[src/rtl/wuc_pkg.sv]
// ----------------------------------------------------------------------------
// wuc_pkg
// Shared types and constants of the receive window credit return block.
// ----------------------------------------------------------------------------
package wuc_pkg;

  localparam int SIZE_W   = 24;
  localparam int SLOT_W   = 4;
  localparam int SID_W    = 31;
  localparam int WIN_W    = 31;
  localparam int CNT_W    = 32;
  localparam int CFG_IDX_W = 8;

  localparam int IN_DATA_W  = 64;
  localparam int IN_USER_W  = 2;
  localparam int OUT_DATA_W = 64;

  localparam logic [CFG_IDX_W-1:0] CFG_CONN_WINDOW   = 8'd0;
  localparam logic [CFG_IDX_W-1:0] CFG_STREAM_WINDOW = 8'd1;

  localparam logic [WIN_W-1:0] WINDOW_RESET = 31'd65535;
  localparam logic [SID_W-1:0] CONN_SID     = '0;

  localparam int RES_DEPTH = 4;
  localparam int RES_AW    = 2;

  typedef struct packed {
    logic [SID_W-1:0] update_stream;
    logic [WIN_W-1:0] increment;
    logic             last;
  } result_t;

  // Saturate a 33-bit sum to 32 bits.
  function automatic logic [CNT_W-1:0] sat32(input logic [CNT_W:0] s);
    logic [CNT_W-1:0] r;
    r = s[CNT_W] ? {CNT_W{1'b1}} : s[CNT_W-1:0];
    return r;
  endfunction

  // Clip a counter to the 31-bit increment range.
  function automatic logic [WIN_W-1:0] clip31(input logic [CNT_W-1:0] v);
    logic [WIN_W-1:0] r;
    r = v[CNT_W-1] ? {WIN_W{1'b1}} : v[WIN_W-1:0];
    return r;
  endfunction

endpackage

[src/rtl/wuc_slot_ram.sv]
// ----------------------------------------------------------------------------
// wuc_slot_ram
// Per-slot byte counters: one write port, one registered read port.
// ----------------------------------------------------------------------------
module wuc_slot_ram #(
  parameter int DEPTH = 16,
  parameter int AW    = 4
) (
  input  logic                      clk,
  input  logic                      rd_en,
  input  logic [AW-1:0]             rd_addr,
  output logic [wuc_pkg::CNT_W-1:0] rd_data,
  input  logic                      wr_en,
  input  logic [AW-1:0]             wr_addr,
  input  logic [wuc_pkg::CNT_W-1:0] wr_data
);
  import wuc_pkg::*;

  logic [CNT_W-1:0] mem [DEPTH];

  always_ff @(posedge clk) begin
    if (wr_en) begin
      mem[wr_addr] <= wr_data;
    end
  end

  // Read returns the contents before a write at the same edge.
  always_ff @(posedge clk) begin
    if (rd_en) begin
      rd_data <= mem[rd_addr];
    end
  end

endmodule

[src/rtl/wuc_result_fifo.sv]
// ----------------------------------------------------------------------------
// wuc_result_fifo
// Small result queue taking up to two results a cycle and giving one.
// ----------------------------------------------------------------------------
module wuc_result_fifo (
  input  logic                          clk,
  input  logic                          rst,
  input  logic [1:0]                    push_num,
  input  wuc_pkg::result_t              push0,
  input  wuc_pkg::result_t              push1,
  output logic [wuc_pkg::RES_AW:0]      count,
  output logic                          out_valid,
  input  logic                          out_ready,
  output wuc_pkg::result_t              out_res
);
  import wuc_pkg::*;

  result_t           mem [RES_DEPTH];
  logic [RES_AW-1:0] wr_ptr;
  logic [RES_AW-1:0] rd_ptr;
  logic              pop;

  assign out_valid = (count != '0);
  assign out_res   = mem[rd_ptr];
  assign pop       = out_valid && out_ready;

  always_ff @(posedge clk) begin
    if (push_num != 2'd0) begin
      mem[wr_ptr] <= push0;
    end
    if (push_num == 2'd2) begin
      mem[wr_ptr + RES_AW'(1)] <= push1;
    end
  end

  always_ff @(posedge clk) begin
    if (rst) begin
      wr_ptr <= '0;
      rd_ptr <= '0;
      count  <= '0;
    end else begin
      wr_ptr <= wr_ptr + RES_AW'(push_num);
      rd_ptr <= rd_ptr + RES_AW'(pop);
      count  <= count + (RES_AW+1)'(push_num) - (RES_AW+1)'(pop);
    end
  end

  a_no_overflow: assert property (@(posedge clk) disable iff (rst)
    count <= (RES_AW+1)'(RES_DEPTH))
    else $error("result queue overflow");

  a_push_room: assert property (@(posedge clk) disable iff (rst)
    push_num == 2'd2 |-> count <= (RES_AW+1)'(RES_DEPTH - 2))
    else $error("two results pushed without room");

endmodule

[src/rtl/window_update_credit_return_core.sv]
// ----------------------------------------------------------------------------
// window_update_credit_return_core
// Receive-side flow control: accumulates received DATA bytes per connection
// and per stream slot and returns them as WINDOW_UPDATE increments.
// ----------------------------------------------------------------------------
//  channel  | direction | payload
//  s_axis   | in        | frame size report (size, slot, stream id, flags)
//  m_axis   | out       | update (stream id, increment), tlast on final one
//  cfg      | in        | window register writes (index, data)
//
// An item passes through the slot counter read, then the update and write-back.
// One item is accepted per cycle while each item yields at most one update
// and m_axis_tready stays high; the two updates of one item leave in turn.
// After reset a clearing pass zeroes all slot counters with s_axis_tready
// low; configuration writes are taken throughout. The update stage stalls
// only when the four-entry result queue lacks room for two results.
// ----------------------------------------------------------------------------
module window_update_credit_return_core #(
  parameter int STREAM_SLOTS = 16
) (
  input  logic                           clk,
  input  logic                           rst,
  input  logic                           s_axis_tvalid,
  output logic                           s_axis_tready,
  // [23:0] data_size, [27:24] stream_slot, [58:28] stream_number, rest zero
  input  logic [wuc_pkg::IN_DATA_W-1:0]  s_axis_tdata,
  // [0] has_stream, [1] new_stream
  input  logic [wuc_pkg::IN_USER_W-1:0]  s_axis_tuser,
  output logic                           m_axis_tvalid,
  input  logic                           m_axis_tready,
  // [30:0] update_stream, [61:31] increment, rest zero
  output logic [wuc_pkg::OUT_DATA_W-1:0] m_axis_tdata,
  output logic                           m_axis_tlast,
  input  logic                           cfg_valid,
  output logic                           cfg_ready,
  input  logic [wuc_pkg::CFG_IDX_W-1:0]  cfg_index,
  input  logic [wuc_pkg::WIN_W-1:0]      cfg_data
);
  import wuc_pkg::*;

  localparam int AW = (STREAM_SLOTS > 1) ? $clog2(STREAM_SLOTS) : 1;
  localparam logic [AW-1:0] LAST_SLOT = AW'(STREAM_SLOTS - 1);

  logic [WIN_W-1:0] conn_window;
  logic [WIN_W-1:0] stream_window;
  logic [CNT_W-1:0] conn_pending;

  logic          clr_active;
  logic [AW-1:0] clr_addr;

  // Input fields.
  logic [SIZE_W-1:0] in_size;
  logic [SLOT_W-1:0] in_slot;
  logic [SID_W-1:0]  in_sid;
  logic              in_has;
  logic              in_new;
  logic [31:0]       in_slot_ext;
  logic [AW-1:0]     in_addr;
  logic              in_slot_ok;
  logic              accept;

  // Update stage.
  logic              s1_valid;
  logic [SIZE_W-1:0] s1_size;
  logic [AW-1:0]     s1_addr;
  logic [SID_W-1:0]  s1_sid;
  logic              s1_stream;
  logic              s1_new;
  logic              s1_adv;
  logic              fwd;
  logic [CNT_W-1:0]  fwd_data;

  logic [CNT_W-1:0]  rd_data;
  logic [CNT_W-1:0]  conn_sum;
  logic              conn_fire;
  logic [CNT_W-1:0]  st_base;
  logic [CNT_W-1:0]  st_sum;
  logic              st_fire;
  logic [CNT_W-1:0]  st_store;

  logic              wr_en;
  logic [AW-1:0]     wr_addr;
  logic [CNT_W-1:0]  wr_data;

  result_t           conn_res;
  result_t           st_res;
  result_t           push0;
  result_t           push1;
  logic [1:0]        push_num;
  logic [RES_AW:0]   res_count;
  result_t           out_res;

  assign in_size     = s_axis_tdata[SIZE_W-1:0];
  assign in_slot     = s_axis_tdata[SIZE_W +: SLOT_W];
  assign in_sid      = s_axis_tdata[SIZE_W+SLOT_W +: SID_W];
  assign in_has      = s_axis_tuser[0];
  assign in_new      = s_axis_tuser[1];
  assign in_slot_ext = 32'(in_slot);
  assign in_addr     = in_slot_ext[AW-1:0];
  assign in_slot_ok  = (in_slot_ext < 32'(STREAM_SLOTS));

  // The update stage needs room for two results before it may retire.
  assign s1_adv        = (res_count <= (RES_AW+1)'(RES_DEPTH - 2));
  assign s_axis_tready = !clr_active && (!s1_valid || s1_adv);
  assign accept        = s_axis_tvalid && s_axis_tready;
  assign cfg_ready     = 1'b1;

  always_ff @(posedge clk) begin
    if (rst) begin
      conn_window   <= WINDOW_RESET;
      stream_window <= WINDOW_RESET;
    end else if (cfg_valid && cfg_ready) begin
      case (cfg_index)
        CFG_CONN_WINDOW:   conn_window   <= cfg_data;
        CFG_STREAM_WINDOW: stream_window <= cfg_data;
        default: ;
      endcase
    end
  end

  always_ff @(posedge clk) begin
    if (rst) begin
      clr_active <= 1'b1;
      clr_addr   <= '0;
    end else if (clr_active) begin
      if (clr_addr == LAST_SLOT) begin
        clr_active <= 1'b0;
      end else begin
        clr_addr <= clr_addr + AW'(1);
      end
    end
  end

  // Counter arithmetic of the update stage.
  always_comb begin
    conn_sum  = sat32({1'b0, conn_pending} + (CNT_W+1)'(s1_size));
    conn_fire = (conn_sum >= CNT_W'(conn_window[WIN_W-1:1])) && (conn_sum != '0);

    if (s1_new) begin
      st_base = '0;
    end else if (fwd) begin
      st_base = fwd_data;
    end else begin
      st_base = rd_data;
    end
    st_sum   = sat32({1'b0, st_base} + (CNT_W+1)'(s1_size));
    st_fire  = s1_stream && (st_sum >= CNT_W'(stream_window[WIN_W-1:1]))
               && (st_sum != '0);
    st_store = st_fire ? '0 : st_sum;

    conn_res.update_stream = CONN_SID;
    conn_res.increment     = clip31(conn_sum);
    conn_res.last          = !st_fire;
    st_res.update_stream   = s1_sid;
    st_res.increment       = clip31(st_sum);
    st_res.last            = 1'b1;

    push0    = conn_fire ? conn_res : st_res;
    push1    = st_res;
    push_num = 2'd0;
    if (s1_valid && s1_adv) begin
      push_num = 2'(conn_fire) + 2'(st_fire);
    end

    if (clr_active) begin
      wr_en   = 1'b1;
      wr_addr = clr_addr;
      wr_data = '0;
    end else begin
      wr_en   = s1_valid && s1_adv && s1_stream;
      wr_addr = s1_addr;
      wr_data = st_store;
    end
  end

  always_ff @(posedge clk) begin
    if (rst) begin
      s1_valid     <= 1'b0;
      fwd          <= 1'b0;
      conn_pending <= '0;
    end else begin
      if (s1_valid && s1_adv) begin
        conn_pending <= conn_fire ? '0 : conn_sum;
      end
      if (accept) begin
        s1_valid <= 1'b1;
        // The slot read at this edge misses the write-back of the same edge.
        fwd      <= s1_valid && s1_stream && (s1_addr == in_addr);
      end else if (s1_adv) begin
        s1_valid <= 1'b0;
        fwd      <= 1'b0;
      end
    end
  end

  always_ff @(posedge clk) begin
    if (accept) begin
      s1_size   <= in_size;
      s1_addr   <= in_addr;
      s1_sid    <= in_sid;
      s1_stream <= in_has && in_slot_ok;
      s1_new    <= in_new;
      fwd_data  <= st_store;
    end
  end

  wuc_slot_ram #(
    .DEPTH (STREAM_SLOTS),
    .AW    (AW)
  ) u_slot_ram (
    .clk     (clk),
    .rd_en   (accept),
    .rd_addr (in_addr),
    .rd_data (rd_data),
    .wr_en   (wr_en),
    .wr_addr (wr_addr),
    .wr_data (wr_data)
  );

  wuc_result_fifo u_result_fifo (
    .clk       (clk),
    .rst       (rst),
    .push_num  (push_num),
    .push0     (push0),
    .push1     (push1),
    .count     (res_count),
    .out_valid (m_axis_tvalid),
    .out_ready (m_axis_tready),
    .out_res   (out_res)
  );

  assign m_axis_tdata = {{(OUT_DATA_W - SID_W - WIN_W){1'b0}},
                         out_res.increment, out_res.update_stream};
  assign m_axis_tlast = out_res.last;

  a_conn_cleared: assert property (@(posedge clk) disable iff (rst)
    s1_valid && s1_adv && conn_fire |=> conn_pending == '0)
    else $error("connection counter not cleared after update");

  a_fwd_needs_item: assert property (@(posedge clk) disable iff (rst)
    fwd |-> s1_valid)
    else $error("forwarding flag without an item in the update stage");

  a_no_push_in_clear: assert property (@(posedge clk) disable iff (rst)
    clr_active |-> push_num == 2'd0 && !s1_valid)
    else $error("item in flight during the clearing pass");

endmodule
[config.mk]
export PLATFORM = sky130hd
export DESIGN_NAME = window_update_credit_return_core
export DESIGN_NICKNAME = d
export VERILOG_FILES = /design/src/rtl/wuc_pkg.sv /design/src/rtl/wuc_slot_ram.sv /design/src/rtl/wuc_result_fifo.sv /design/src/rtl/window_update_credit_return_core.sv
export SDC_FILE = /design/constraint.sdc
export NUM_CORES = 1
export LEC_CHECK = 0
export BUFFER_PORTS_ARGS = -buffer_cell sky130_fd_sc_hd__buf_4
export CORE_MARGIN = 1.5
export CORE_UTILIZATION = 40
export DETAILED_ROUTE_END_ITERATION = 6
export GPL_ROUTABILITY_DRIVEN = 0
export RECOVER_POWER = 100
export SYNTH_ARGS = -nofsm -noshare
export SYNTH_HDL_FRONTEND = slang
export SYNTH_SLANG_ARGS = --single-unit
[constraint.sdc]
create_clock -name clk -period 20.7 [get_ports clk]
set_input_delay 4.14 -clock clk [delete_from_list [all_inputs] [get_ports clk]]
set_output_delay 4.14 -clock clk [all_outputs]
set_load 0.05 [all_outputs]
Yosys cells after proc, flatten, opt, wreduce, memory -nomap -nowiden. Memories as Yosys holds them, arrays and structs flattened. A register that Yosys moved wholly into a read port is not among the register bits. Cells that the tools add are included.

Register bits after elaboration: 201. Latch bits: 0. RAM bits: 764. Bits in read-only memories: 0. Input bits: 110. Output and inout bits: 68. Word-level logic and storage cells: 85. Memories kept: 2.

$add $sub $neg: 9. Multiply operators: 0. Divide/modulo/power cells: 0. Order comparisons: 4. Equality and inequality tests: 4. Shift-type cells: 0. Multiplexer cells: 25. Bitwise logic cells: 1. Reduce and logical (&&, ||, !) cells: 24.

Memory list: u_slot_ram.mem (words 16, width 32, rd ports 1, clocked after memory_dff 1, write ports 1, line wuc_slot_ram.sv:19) `logic [CNT_W-1:0] mem [DEPTH];`; u_result_fifo.mem (words 4, width 63, rd ports 1, clocked after memory_dff 1, write ports 2, line wuc_result_fifo.sv:18) `result_t mem [RES_DEPTH];`.

Operators by type and width (number): $mux 32 (7); $add 32x24->33 (2); $ge 32x30->1 (2); $reduce_bool 32->1 (2); $mux 63 (1); $mux 31 (2); $mux 1 (12); $logic_and 1x1->1 (11); $eq 8x1->1 const B (1); $logic_not 8->1 (1); $reduce_and 2->1 (3); $lt 4x5->1 const B (1); $add 4x1->4 const B (1); $eq 4x4->1 (1); $eq 4x4->1 const B (1); $mux 2 (2); $mux 4 (1); $reduce_bool 2->1 (2); $add 3x2->3 (1); $le 3x2->1 const B (1); $logic_not 1->1 (3); $reduce_bool 3->1 (1); $sub 3x1->3 (1); $add 1x1->2 (1); 6 further kinds (6).

Longest topological paths before layout. Gate-level depths: netlist of run 1.

Depth after elaboration: 12. Mapped depth: 35. Mapped depth without buffers: 30.

By module. A second synthesis of run 1 with hierarchy kept.

Cells, all modules: 3078. Area total of the unflattened synthesis: 46196.8 um^2.

Modules (own cells, without submodules): wuc_slot_ram (times used 1, cells each 838, area an instance 20174.3 um^2, sequential area each 16335.7 um^2); window_update_credit_return_core (times used 1, cells each 1586, area an instance 13435.4 um^2, sequential area each 4774.6 um^2); wuc_result_fifo (times used 1, cells each 654, area an instance 12587.1 um^2, sequential area each 7707.4 um^2).

Worst setup path before layout of run 1. No wires, ideal clock.

Kind: register to register. From: register fwd. To: memory u_result_fifo.mem[1][10] in the netlist's numbering (enable). Arrival: 8.175 ns. Path slack: 12.103 ns. Cell stages (with the launch flop): 32. Cells stage by stage: dfxtp_1 > buf_1 > clkbuf_1 > buf_1 > mux2i_1 > nor2_1 > ha_1 > clkbuf_1 > a21oi_1 > a211oi_1 > a2111oi_2 > nor4b_2 > o21ai_1 > nor2_1 > clkbuf_1 > nor2_1 > ha_1 > nand2b_1 > a21o_1 > a21o_1 > a211oi_1 > o211ai_1 > nand3_1 > a31oi_1 > o31a_1 > buf_2 > o31a_1 > ha_1 > o21ai_0 > or3b_2 > clkbuf_1 > nand2_1.

RTL lines: start, declared (line window_update_credit_return_core.sv:70) `logic fwd;`; start signal, assigned (line window_update_credit_return_core.sv:188) `fwd <= s1_valid && s1_stream && (s1_addr == in_addr);`; end, declared (line wuc_result_fifo.sv:18).

==> results of run 1 <==
[how the worst min path moves through the flow]
stage,endpoint,cells past startpoint,startpoint
2_1_floorplan,conn_pending[0]$_SDFFE_PP0P_,2,conn_pending[0]$_SDFFE_PP0P_
3_3_place_gp,stream_window[17]$_SDFFE_PP0P_,2,stream_window[17]$_SDFFE_PP0P_
3_5_place_dp,stream_window[16]$_SDFFE_PP0P_,2,stream_window[16]$_SDFFE_PP0P_
4_1_cts,stream_window[29]$_SDFFE_PP0P_,2,stream_window[29]$_SDFFE_PP0P_
5_1_grt,stream_window[16]$_SDFFE_PP0P_,2,stream_window[16]$_SDFFE_PP0P_
6_report,stream_window[27]$_SDFFE_PP0P_,2,stream_window[27]$_SDFFE_PP0P_
[layer usage]
layer / part of all wire, % / track usage (%) / up-vias
met1: 43 / 27.4 / 13400
met4: 1.9 / 4.84 / 2
li1: - / - / 11900
met2: 48 / 32.2 / 959
met3: 6.9 / 3.53 / 148
met5: 0.0097 / 0 / -
[power by group through the flow]
stage	registers, uW	clock network (uW)	logic, uW
finish	2220	1880	311
global route	2230	2000	332
CTS	2220	1920	330
detailed placement	2260	0	329
global placement	2260	0	327
floorplan	2240	0	244
[cell usage in the layout, fill, tap and decap left out, types with 30 or more instances in the layout]
master     instances
clkbuf_4          42
nand2_1          174
clkbuf_16        106
dfxtp_1          108
mux2i_1           36
nor3_1            48
buf_4             66
nand3_1           34
o21ai_0           56
nor2_1           206
o211ai_1          39
a21o_1            39
a21oi_1          106
clkbuf_1         157
o22ai_1          123
nor2b_1          139
xnor2_1           30
mux4_2           223
edfxtp_1         885
ha_1             116
inv_1            104
[final cells by class]
class | count | area (um^2)
inverters | 105 | 395
well taps | 1488 | 1860
diodes | 3 | 7.51
flip-flops and latches | 995 | 28800
clock inverters | 60 | 652
repair buffers | 241 | 1310
clock buffers | 137 | 2840
fillers | 9795 | 60100
multi-input cells | 1700 | 14700
[flip-flops by register name (all words and copies together), names as in the netlist, 24 cells and up]
name	flops
u_slot_ram.rd_data	32
u_slot_ram.mem	512
stream_window	30
fwd_data	32
s1_sid	31
u_result_fifo.mem	252
conn_window	30
s1_size	24
conn_pending	32
[critical path: cells and delay by family, from the launching register on]
| family | cells | cell delay, ps |
|---|---|---|
| AOI/OAI and AO/OA | 10 | 4550 |
| adders and majority gates | 4 | 1280 |
| buffers and inverters | 4 | 4210 |
| DFF | 1 | 300 |
| muxes | 1 | 340 |
| and+or+nand+nor | 9 | 2810 |
[cell families (layout without fill, tap and decap cells)]
| family | Yosys count | after routing |
|---|---|---|
| flip-flops | 995 | 995 |
| AND/OR/NAND/NOR | 764 | 764 |
| AO/OA/AOI/OAI | 502 | 502 |
| buffers and inverters | 278 | 543 |
| multiplexers | 263 | 263 |
| adder cells (fa/ha/maj) | 119 | 119 |
| XOR/XNOR | 49 | 49 |
| other | 2 | 6 |
[metrics by stage]
step / worst slack [ps] / cell area (um^2) / util (%) / hold slack [ps] / power [uW]
after floorplan: 12100 / 44600 / - / 432 / 2480
after global placement: 10730 / 47600 / 43.0 / 445 / 2590
after detailed placement: 10630 / 47600 / 43.0 / 448 / 2590
after CTS: 10590 / 51100 / 46.2 / 456 / 4470
after global routing: 5970 / 50500 / 45.6 / 470 / 4560
final: 6870 / 50500 / 45.7 / 457 / 4420
==> flow_summary.ini, run 1 <==
[detailed_routing]
dr.first_iter.drc_count = 2821
wl_per_cell_um = 23.9
vias = 26400
drt-pass1-iter-count = 6
vias_per_cell = 5.59
antenna_left = 0
drt-total-wl_um = 113000
drc = 0

[sta]
fin_skew_ps = 88.1
hold_violations = 0
slew_headroom_pct = -378
final.setup.tns_ps = 0
rsz0062_at_grt = false
drv_slew = 1252
finalSetupViolCount = 0
fin_crit_ps = 13830
fin_crit_sh_pct = 66.8
clock.fmax_mhz = 72.3
tightestPinTransition_ps = 7180

[floorplanning]
die_x_um = 337
fp.dieH_um = 337
fp-row-count = 122
start_util_pct = 40.3
io_pins = 178
core_um2 = 111000
die_area_um2 = 114000

[finish]
area_growth_pct = 13.2
nets = 3376
drive_gt1_share_pct = 17.0
instances_no_fill = 4729

[global_routing]
grt_antenna_before_repair = 4
grt_use_total_pct = 19.7
grt_pass1_vias = 25900
gr-total-overflow = 0
grt_max_degree = 84
grt_pass1_wl_um = 166000

[critical_path]
critPathSlowestCell = clkbuf_1
rr_worst_depth = 28
end_kind = flip-flop
cp_slowest_stage_delay_ps = 1790
crit_type = flip-flop to flip-flop
worstPathArrival_ps = 14240
regToRegStartpoint = fwd$_SDFFE_PP0P_
crit_path_max_fanout = 56
cp_data_required_time_ps = 21110
reg2reg_to = u_result_fifo.mem[0][20]$_DFFE_PP_
r2r_slack_ps = 6870
start_kind = flip-flop
endpoint = u_result_fifo.mem[0][20]$_DFFE_PP_
cp-startpoint = fwd$_SDFFE_PP0P_

[synthesis]
yosys.cell_count.top_type = edfxtp_1
ys_async_sr_fraction_pct = 0
synth_common_cells = 885 x edfxtp_1, 223 x mux4_2, 220 x nor2_1
synth_area_um2 = 44600
syn_inst = 2972
synth_mux_area_share_pct = 12.2
synth_top_family_by_area = multiplexers
yosysWarningCount = 0
post-synth-top-area-cell = edfxtp_1
synth-adder-area-share_pct = 3.39
synth_flop_cell = edfxtp_1
ys_ff_latch = 995
yosys.area_share.xor_xnor_pct = 0.962
synth_area_leaders = edfxtp_1 60%, mux4_2 11%, dfxtp_1 4.9%
seq_area_frac_synth_pct = 64.5
synth_enable_flop_cells = 885
synth_top_area_share_pct = 59.6
synth-simple-area-share_pct = 8.49
synth_compound_area_share_pct = 7.63
syn_avg_cell_area_um2 = 15.0
netlist-cell-type-count = 86

[clock_tree]
clk_latency_ps = 730
hold_buffers = 0
cts-root-buf = clkbuf_16
cts_setup_buffers = 0
clockBufferDepth = 3
htreeDepth = 3
cts-resized-gates = 0
clk_pin_slew_worst_paths_ps = 60
numCtsBuffers = 104
cts.sinks = 995
tritoncts = yes

[pwr]
p_per_area_nw_per_um2 = 87.4
p_seq_share_pct = 50.3
leakagePower_uw = 0.0163
vdd_drop_max_mv = 0.0726
power_frac_comb_pct = 7.0
clock_power_share_pct = 42.7
p_int_uw = 3400
switching_share_pct = 22.9
switching_power_uw = 1010

[hold_path]
min-delay-path-class = flip-flop to flip-flop

[placed_design]
place_inst = 4529
hpwl_um = 69100
numPortBuffers = 168

[run_status]
violations = max-capacitance violations, max-slew violations
outcome = complete, but fails checks

[flow_run]
cap_viol_max_count = 33
(Power assumes the default switching activity.)
==> run 2, diff against run 1 <==
ABC_AREA = 1   (was default)
clock period = 11.95 ns   (was 20.7 ns; I/O delays follow)
==> run 2 against run 1 <==
  * The flow still finishes with violations (max-capacitance violations, max-slew violations)
  * Clock-buffer cell count shrank 3
  * Non-clock buffer count shrank 25
  * Cell area grew 6.5%
  * Sequential power grew 72%
  * Core utilization shrank 0.68 points
  * Routed wire length grew 21%
==> flow_summary.ini, run 2 <==
[global_routing]
grt_pass1_wl_um = 206000
grt_pass1_vias = 33900
grt_max_degree = 221
gr-total-overflow = 0
grt_use_total_pct = 22.1
grt_antenna_before_repair = 4

[synthesis]
synth_flop_cell = edfxtp_1
synth_top_area_share_pct = 55.2
netlist-cell-type-count = 51
post-synth-top-area-cell = edfxtp_1
yosysWarningCount = 0
syn_inst = 4912
yosys.cell_count.top_type = nand2_1
synth_area_leaders = edfxtp_1 55%, nand2_1 7.3%, dfxtp_1 4.6%
syn_avg_cell_area_um2 = 9.80
synth_enable_flop_cells = 885
synth_common_cells = 940 x nand2_1, 885 x edfxtp_1, 519 x inv_1
ys_async_sr_fraction_pct = 0
seq_area_frac_synth_pct = 59.8
synth_area_um2 = 48100
ys_ff_latch = 995

[sta]
tightestPinTransition_ps = 4540
drv_slew = 1555
fin_hold_ws_ps = 462
fin_crit_sh_pct = 87.2
fin_skew_ps = 66.4
rsz0062_at_grt = false
clock.fmax_mhz = 95.9
final.setup.tns_ps = 0
fin_crit_ps = 10420
finalSetupViolCount = 0
slew_headroom_pct = -203
hold_violations = 0

[pwr]
vdd_drop_max_mv = 0.0951
p_per_area_nw_per_um2 = 145
leakagePower_uw = 0.0216

[placed_design]
numPortBuffers = 168
hpwl_um = 83200

[finish]
top_register = u_slot_ram.mem
area_growth_pct = 11.8
largest_reg_flops = 512
reg.largest.list = u_slot_ram.mem (512), u_result_fifo.mem (252)
layout_commonest_cell = nand2_1
nets = 5213
drive_gt1_share_pct = 6.48
fin_util_pct = 45.0
final_cell_mix = 959 x nand2_1, 885 x edfxtp_1, 516 x inv_1

[clock_tree]
htreeDepth = 3
clk_latency_ps = 720
numCtsBuffers = 107
cts.sinks = 995
cts_setup_buffers = 0
cts-root-buf = clkbuf_16
clockBufferDepth = 3
tritoncts = yes
clk_pin_slew_worst_paths_ps = 60
cts-resized-gates = 0
hold_buffers = 0

[floorplanning]
fp-row-count = 127
io_pins = 178
start_util_pct = 40.2
die_area_um2 = 122000
core_um2 = 120000
fp.dieH_um = 350
die_x_um = 350

[critical_path]
r2r_slack_ps = 1780
end_kind = flip-flop
crit_path_max_fanout = 78
worstPathArrival_ps = 10970
crit_type = input pin to flip-flop
cp_data_required_time_ps = 12490
start_kind = input pin

[detailed_routing]
wl_per_cell_um = 20.5
dr.first_iter.drc_count = 3311
vias_per_cell = 5.31
drt-total-wl_um = 137000
drt-pass1-iter-count = 6
drc = 0
antenna_left = 0
vias = 35500

[flow_run]
cap_viol_max_count = 38

[hold_path]
min-delay-path-class = flip-flop to flip-flop

[run_status]
violations = max-capacitance violations, max-slew violations
outcome = complete, but fails checks
-- run 2: cell types whose count changed after synthesis, moves of 93 or more --
cell      before  now
a21oi_1      106  277
clkbuf_1      89  182
inv_1        105  519
mux4_2       223    0
nand2_1      175  940
nand3_1       34  357
nor2_1       220  506
nor2b_1      140    0
o211ai_1      39  158
o21ai_0       55  381
-- run 2: final timing paths --
path | start | endpoint | cells after the start
setup reg to reg | s1_new$_DFFE_PP_ | u_result_fifo.mem[3][11]$_DFFE_PP_ | 41
hold reg to reg | stream_window[27]$_SDFFE_PP0P_ | stream_window[27]$_SDFFE_PP0P_ | 2
setup / recovery | s_axis_tdata[25] | u_slot_ram.rd_data[18]$_DFFE_PP_ | 6
hold / removal | stream_window[27]$_SDFFE_PP0P_ | stream_window[27]$_SDFFE_PP0P_ | 2
-- run 2: critical path, cell delays in order --
cell and delay [ps]:
clkbuf_1 2590, clkinvlp_2 4060, buf_4 1130, o211ai_1 270, nand3_1 120, nand2_1 270
-- run 2: final cells by class --
type / count / area, um^2
Clock buffer: 134 / 2830
Sequential cell: 995 / 28800
Clock inverter: 66 / 706
Timing Repair Buffer: 216 / 1240
Antenna cell: 2 / 5.00
Tap cell: 1612 / 2020
Fill cell: 11300 / 65800
Inverter: 534 / 2010
Multi-Input combinational cell: 3130 / 16200
-- run 2: cells by family (layout without fill, tap and decap cells) --
group                    after synthesis  count (layout)  share of synthesized area [%]
AO/OA/AOI/OAI                        910             910                           10.6
XOR/XNOR                              22              22                          0.400
adder cells (fa/ha/maj)              119             119                           3.14
buffers and inverters                788             950                           6.41
flip-flops                           995             995                           59.8
multiplexers                         128             128                           2.66
other                                  2               5                         0.0156
AND/OR/NAND/NOR                     1948            1948                           17.0
-- run 2: where the power goes --
part,leakage [uW],total (uW),internal (uW),switching (uW)
registers,0.00942,3820,3790,28.2
clock network,0.00173,3320,1910,1410
logic,0.0104,670,138,532
-- run 2: per-stage QoR --
stage	setup slack (ps)	cells	cell area, um^2	power [uW]
after floorplan	1830	4913	48100	4340
after global placement	2450	6487	50900	4600
after detailed placement	2420	6487	50900	4600
after CTS	2370	6687	54400	7900
after global routing	950	6689	53800	8060
final	1530	6689	53800	7810
-- run 2: metal layers --
layer  vias up  global-route usage [%]  part of all wire, %
li1      17100                       -                    -
met5         -                       0                0.025
met1     17000                    29.9                   43
met2      1234                    36.2                   47
met4         4                    7.43                  2.9
met3       222                    3.51                  7.1
